===== src/rtl/rrlc_pkg.sv =====
package rrlc_pkg;

  localparam int unsigned USERS       = 64;
  localparam int unsigned OBJECT_BITS = 20;
  localparam int unsigned UIDX_W      = (USERS > 1) ? $clog2(USERS) : 1;
  localparam int unsigned HALF_SHIFT  = 32;
  localparam int unsigned QDEPTH      = 2;
  localparam int unsigned QPTR_W      = (QDEPTH > 1) ? $clog2(QDEPTH) : 1;
  localparam int unsigned QCNT_W      = $clog2(QDEPTH + 1);

  typedef enum logic [1:0] {
    KIND_LOCK,
    KIND_UNLOCK,
    KIND_FADD_CPL,
    KIND_READ_CPL
  } kind_e;

  typedef enum logic [1:0] {
    PEND_IDLE,
    PEND_LOCK,
    PEND_UNLOCK,
    PEND_UNDO
  } pend_e;

  typedef enum logic [2:0] {
    ACT_FADD,
    ACT_READ,
    ACT_LOCK_RES,
    ACT_UNLOCK_RES,
    ACT_ERROR
  } action_e;

  typedef enum logic [1:0] {
    CFG_OWNER_BITS,
    CFG_TABLE_BASE,
    CFG_POLL_LIMIT,
    CFG_REPLY_BE
  } cfg_idx_e;

  typedef enum logic {
    BK_IDLE,
    BK_EXEC
  } back_state_e;

  typedef struct packed {
    logic [31:0] owner_bits;
    logic [63:0] table_base;
    logic [15:0] poll_limit;
    logic        big_endian;
  } cfg_t;

  typedef struct packed {
    kind_e                  kind;
    logic                   status_ok;
    logic [5:0]             user_id;
    logic                   bad_user;
    logic                   lock_mode;
    logic [OBJECT_BITS-1:0] object_index;
    logic [31:0]            sequence_number;
    logic [63:0]            value;
  } item_t;

  typedef struct packed {
    pend_e                  pend;
    logic                   htype;
    logic [OBJECT_BITS-1:0] hobj;
    logic [31:0]            hseq;
    logic [7:0]             cont;
    logic [63:0]            waiter;
    logic [15:0]            retry;
  } rec_t;

  localparam int unsigned REC_W = $bits(rec_t);

  typedef struct packed {
    action_e                action;
    logic [63:0]            remote_address;
    logic [63:0]            add_operand;
    logic [5:0]             user;
    logic                   ltype;
    logic [OBJECT_BITS-1:0] object_index;
    logic [31:0]            sequence_number;
    logic                   success;
    logic [7:0]             contention;
  } result_t;

  function automatic logic [63:0] swap64(input logic [63:0] v);
    logic [63:0] r;
    for (int i = 0; i < 8; i++) begin
      r[8*i +: 8] = v[8*(7-i) +: 8];
    end
    return r;
  endfunction

endpackage


===== src/rtl/rrlc_front.sv =====
module rrlc_front (
  input  logic                             clk_i,
  input  logic                             rst_ni,
  input  rrlc_pkg::cfg_t                   cfg_i,
  input  logic                             in_valid_i,
  output logic                             in_ready_o,
  input  logic [1:0]                       kind_i,
  input  logic                             status_ok_i,
  input  logic [5:0]                       user_id_i,
  input  logic                             lock_mode_i,
  input  logic [rrlc_pkg::OBJECT_BITS-1:0] object_index_i,
  input  logic [31:0]                      sequence_number_i,
  input  logic [63:0]                      fetched_value_i,
  output logic                             q_valid_o,
  input  logic                             q_ready_i,
  output rrlc_pkg::item_t                  q_item_o
);

  rrlc_pkg::item_t                 item;
  rrlc_pkg::item_t                 entries_q [rrlc_pkg::QDEPTH];
  logic [rrlc_pkg::QPTR_W-1:0]     wptr_q, wptr_d, rptr_q, rptr_d;
  logic [rrlc_pkg::QCNT_W-1:0]     cnt_q, cnt_d;
  logic                            push, pop;

  // Fetch-add replies are put into host order here; read replies never are.
  always_comb begin
    item.kind            = rrlc_pkg::kind_e'(kind_i);
    item.status_ok       = status_ok_i;
    item.user_id         = user_id_i;
    item.bad_user        = (32'(user_id_i) >= rrlc_pkg::USERS);
    item.lock_mode       = lock_mode_i;
    item.object_index    = object_index_i;
    item.sequence_number = sequence_number_i;
    if (item.kind == rrlc_pkg::KIND_FADD_CPL && cfg_i.big_endian) begin
      item.value = rrlc_pkg::swap64(fetched_value_i);
    end else begin
      item.value = fetched_value_i;
    end
  end

  assign in_ready_o = (cnt_q != rrlc_pkg::QCNT_W'(rrlc_pkg::QDEPTH));
  assign q_valid_o  = (cnt_q != '0);
  assign q_item_o   = entries_q[rptr_q];
  assign push       = in_valid_i & in_ready_o;
  assign pop        = q_valid_o & q_ready_i;

  always_comb begin
    wptr_d = wptr_q;
    rptr_d = rptr_q;
    cnt_d  = cnt_q;
    if (push) begin
      wptr_d = (wptr_q == rrlc_pkg::QPTR_W'(rrlc_pkg::QDEPTH - 1)) ? '0 : wptr_q + 1'b1;
    end
    if (pop) begin
      rptr_d = (rptr_q == rrlc_pkg::QPTR_W'(rrlc_pkg::QDEPTH - 1)) ? '0 : rptr_q + 1'b1;
    end
    if (push && !pop) begin
      cnt_d = cnt_q + 1'b1;
    end else if (pop && !push) begin
      cnt_d = cnt_q - 1'b1;
    end
  end

  always_ff @(posedge clk_i or negedge rst_ni) begin
    if (!rst_ni) begin
      wptr_q <= '0;
      rptr_q <= '0;
      cnt_q  <= '0;
    end else begin
      wptr_q <= wptr_d;
      rptr_q <= rptr_d;
      cnt_q  <= cnt_d;
    end
  end

  always_ff @(posedge clk_i) begin
    if (push) begin
      entries_q[wptr_q] <= item;
    end
  end

endmodule


===== config.mk =====
export PLATFORM = sky130hd
export DESIGN_NAME = rrlc_front
export DESIGN_NICKNAME = d
export VERILOG_FILES = /design/src/rtl/rrlc_pkg.sv /design/src/rtl/rrlc_front.sv
export SDC_FILE = /design/constraint.sdc
export NUM_CORES = 1
export LEC_CHECK = 0
export ABC_AREA = 1
export CORE_AREA = 4 4 144 146
export DETAILED_ROUTE_END_ITERATION = 12
export DIE_AREA = 0 0 148 150
export DONT_BUFFER_PORTS = 1
export PLACE_DENSITY = 0.77
export SYNTH_ARGS = -nofsm -noshare
export SYNTH_HDL_FRONTEND = slang
export SYNTH_SLANG_ARGS = --single-unit

===== constraint.sdc =====
create_clock -name clk_i -period 13.1 [get_ports clk_i]
set_input_delay 0.655 -clock clk_i [delete_from_list [all_inputs] [get_ports clk_i]]
set_output_delay 0.655 -clock clk_i [all_outputs]
set_load 0.01 [all_outputs]

* Word-level counts from Yosys, hierarchy flattened
Memories as Yosys holds them, arrays and structs flattened. Cells that the tools add are included. Widths: inputs -> output; s select.
Cells by class: bitwise operators 2, add/sub/neg operators 4, reduce and logical (&&, ||, !) cells 7, eq/ne operators 2, multiplexer cells 7
Operators by type and width (count):
- $mux 64 | 1
- $mux 1 | 4
- $mux 2 | 2
- $reduce_bool 2->1 | 2
- $logic_and 1x1->1 | 3
- $add 1x1->1 const B | 2
- $add 2x1->2 const B | 1
- $and 1x1->1 | 2
- $eq 2x2->1 const B | 1
- $logic_not 1->1 | 2
- $ne 2x2->1 const B | 1
- $sub 2x1->2 const B | 1
Word-level totals: logic and storage cells 26, memories 1, RAM bits 252, output and inout bits 129, register bits 4, input bits 243
Memory list:
- entries_q | words 2, width 126, rd ports 1, clocked after memory_dff 0, write ports 1, line rrlc_front.sv:20 | rrlc_pkg::item_t entries_q [rrlc_pkg::QDEPTH];

* Depth between registers and ports, before layout
depth in word-level cells 6, depth in mapped cells 10, gate-level depth less buffers 10

* Worst setup path before layout
Ideal clock, no wire load.
path kind input -> register, start input in_valid_i, end memory entries_q[0][0] (netlist bit) (enable), slack 6.486 ns, setup time 0.613 ns, arrival 6.001 ns, data required time 12.487 ns, path buffers 0, stages on the path 2, path through nand2_1 -> nor2_1
On the way: longest elaborated chain between the ends 3
Ends and longest elaborated chain:
- start: declaration | line rrlc_front.sv:5 | input logic in_valid_i,
- $and 1x1->1 | line rrlc_front.sv:44 | assign push = in_valid_i & in_ready_o;
- $mux 1 | line rrlc_front.sv:77 | if (push) begin
- $mux 1 (implied by the code) | line rrlc_front.sv:78 | entries_q[wptr_q] <= item;
- end: declaration | line rrlc_front.sv:20
Every way passes these cells.

==> out/metrics.csv <==
stage,metric,value,unit
outcome,status,finished clean,
clocking,cts_tree,yes,
floorplan,die_height,150,um
grt,grt_usage,0.1737,
pwr,p_sw,0.8747,mW
pwr,switching_share,0.3409,
clocking,clock_sinks,256,
synthesis,synth_area,10260,um^2
sta,tns,0,ns
detailed_routing,via_per_inst,4.987,
clocking,cts_max_path_buffers,3,
sta,final_max_slew_viol_count,0,
floorplan,die_area,22200,um^2
grt,busiest_layer,met2,
sta,fin_crit_sh,0.2669,
synthesis,synth_seq_area_share,0.7473,
critical_path,path_class,flip-flop to primary output,
sta,rsz0062_at_grt,no,
detailed_routing,routed_wl,20.21,mm
floorplan,coreArea,19400,um^2
grt,grt_max_degree,129,
layout,layout.nets,1133,
critical_path,reg2reg_slack,11.00,ns
detailed_routing,drt_iter0_drc,283,
synthesis,ys.flop_type,edfxtp_1,
synthesis,synthCells,895,
pwr,combPwrFrac,0.252,
layout,final_core_util,0.5829,
clocking,clkLatencyLatePin,0.52,ns
pwr,total_power,2.566,mW
synthesis,yosys_warnings,0,
placed_design,dp.cells,1125,
layout,instances_no_fill,1174,
synthesis,synth-edff-count,252,
layout,syn_to_final_growth,10.21,%
grt,use_met2,0.2752,
sta,worstMarginPinSlew,1.033,ns
clocking,cts_buffers,26,
sta,setup_viol,0,
sta,fmax,286.0,MHz
grt,grt_pass1_vias,5458,
floorplan,start_util,0.5289,
pwr,powerDensity,226.9,nW/um^2
synthesis,syn_avg_cell_area,11.46,um^2
sta,finalHoldViolations,0,
grt,grt_pass1_wl,29.88,mm
pwr,p_int,1.691,mW
floorplan,num_io_pins,372,
critical_path,setup.worst_path.end_class,primary output,
synthesis,ys_ff_latch,256,
layout,diodes,0,
grt,antenna_found_initial,0,
placed_design,io_buffers,0,
pwr,seq_power_share,0.463,
detailed_routing,post_drt_wl_per_cell,17.21,um
detailed_routing,drc,0,
placed_design,place_congestion,0.7053,
detailed_routing,dr.pass1.iters,4,
synthesis,syn_nets,1139,
pwr,p_leak,4.729,nW
clocking,path_clk_slew,0.06,ns
layout,drive_gt1_frac,0.05721,
synthesis,synth.distinct_cells,19,
layout,design_area,11310,um^2
synthesis,async_flop_share,0.01563,
layout,final_cell_mix,"nand2_1 (452), edfxtp_1 (252), inv_1 (70), o21ai_0 (64), clkbuf_16 (27)",
grt,grt_overflow,0,
job,maxCapViolations,0,
clocking,h-tree-depth,1,
layout,final_common_cell,nand2_1,
grt,use_met3,0.08359,
detailed_routing,num_vias,5855,
critical_path,crit_fanout,74,
sta,fin_crit,3.496,ns
clocking,cts_root_buf,clkbuf_16,
sta,fin_worst_skew,0.01484,ns
sta,slew_headroom,0.3115,
grt,met1_usage,0.2138,
critical_path,cp-start-kind,flip-flop,
pwr,ir_drop,175.7,uV
critical_path,critPathRequiredTime,12.44,ns
floorplan,rows,51,
clocking,cts_resized,0,
placed_design,placed_cell_area,10430,um^2
pwr,clkPwrFrac,0.285,
detailed_routing,ant_nets,0,
min_path,min_path_type,input port to flip-flop,
floorplan,die_w,148,um
critical_path,cp.arrival,2.84,ns
placed_design,hpwlAfterDp,12.96,mm
path summary, 6_finish.rpt:
kind,startpoint,to,cells past startpoint
min,lock_mode_i,entries_q[0][116],0
min reg2reg,cnt_q[1],cnt_q[1],2
min in group asynchronous,rst_ni,wptr_q,1
max in group asynchronous,rst_ni,rptr_q,1
max,rptr_q,q_item_o[5],4
max reg2reg,cnt_q[0],entries_q[1][73],5
layout make-up:
type	count	area, um^2
Tap cell	265	331.6
Fill cell	1510	8092
Multi-Input combinational cell	526	2110
Clock buffer	31	710.7
Timing Repair Buffer	8	62.56
Inverter	71	269.0
Clock inverter	17	152.6
Sequential cell	256	7671
sequential cells by signal, indices dropped and copies added, names as in the netlist:
| signal | cells |
|---|---|
| entries_q | 252 |
| cnt_q | 2 |
| rptr_q | 1 |
| wptr_q | 1 |
power groups by stage:
stage	Combinational, mW	Sequential (mW)	Clock, mW
floorplan	0.514	1.21	0
global placement	0.655	1.20	0
detailed placement	0.663	1.21	0
CTS	0.666	1.19	0.745
global route	0.724	1.20	0.784
finish	0.647	1.19	0.730
through the flow:
stage                     setup slack (ns)  hold slack (ns)
final                                9.604           0.2255
after global routing                 9.422           0.2015
after CTS                            9.522           0.2039
after detailed placement             10.08           0.3598
after global placement               10.11           0.3598
after floorplan                      6.486           0.3594
Yosys cell counts (2+ instances only):
cell / instances / area [um^2]
nor2_1: 2 / 7.510
buf_6: 2 / 22.52
clkbuf_2: 6 / 30.03
buf_4: 8 / 60.06
edfxtp_1: 252 / 7567
inv_1: 70 / 262.8
buf_2: 17 / 85.08
nand2_1: 452 / 1697
nand3_1: 2 / 10.01
dfrtp_1: 4 / 100.1
o21ai_0: 64 / 320.3
clkbuf_1: 9 / 33.78
routing by layer:
layer / vias to the layer above / part of all wire
li1: 2919 / -
met1: 2680 / 0.38
met2: 220 / 0.46
met3: 36 / 0.12
met4: 0 / 0.027
met5: - / 0
repair_timing:
item / in CTS / in global routing
setup buffers: 0 / 0
endpoints found under the hold margin: 4 / 0
hold buffers: 1 / 0
endpoints found under the setup margin: 0 / 0
logic make-up after synthesis:
family,share of synthesized area
compound gates,0.03122
xor+xnor,0.001708
fa+ha+maj,0.001219
buf+inv,0.04854
flops,0.7473
other cells,0.0003655
simple gates,0.1696
worst max-delay path, stage by stage, from the launching register on:
cell	delay [ns]
dfrtp_4	0.66
inv_4	0.49
buf_4	0.74
nand2_1	0.12
nand2_1	0.25
No activity file was read; power rests on OpenSTA's default activity.
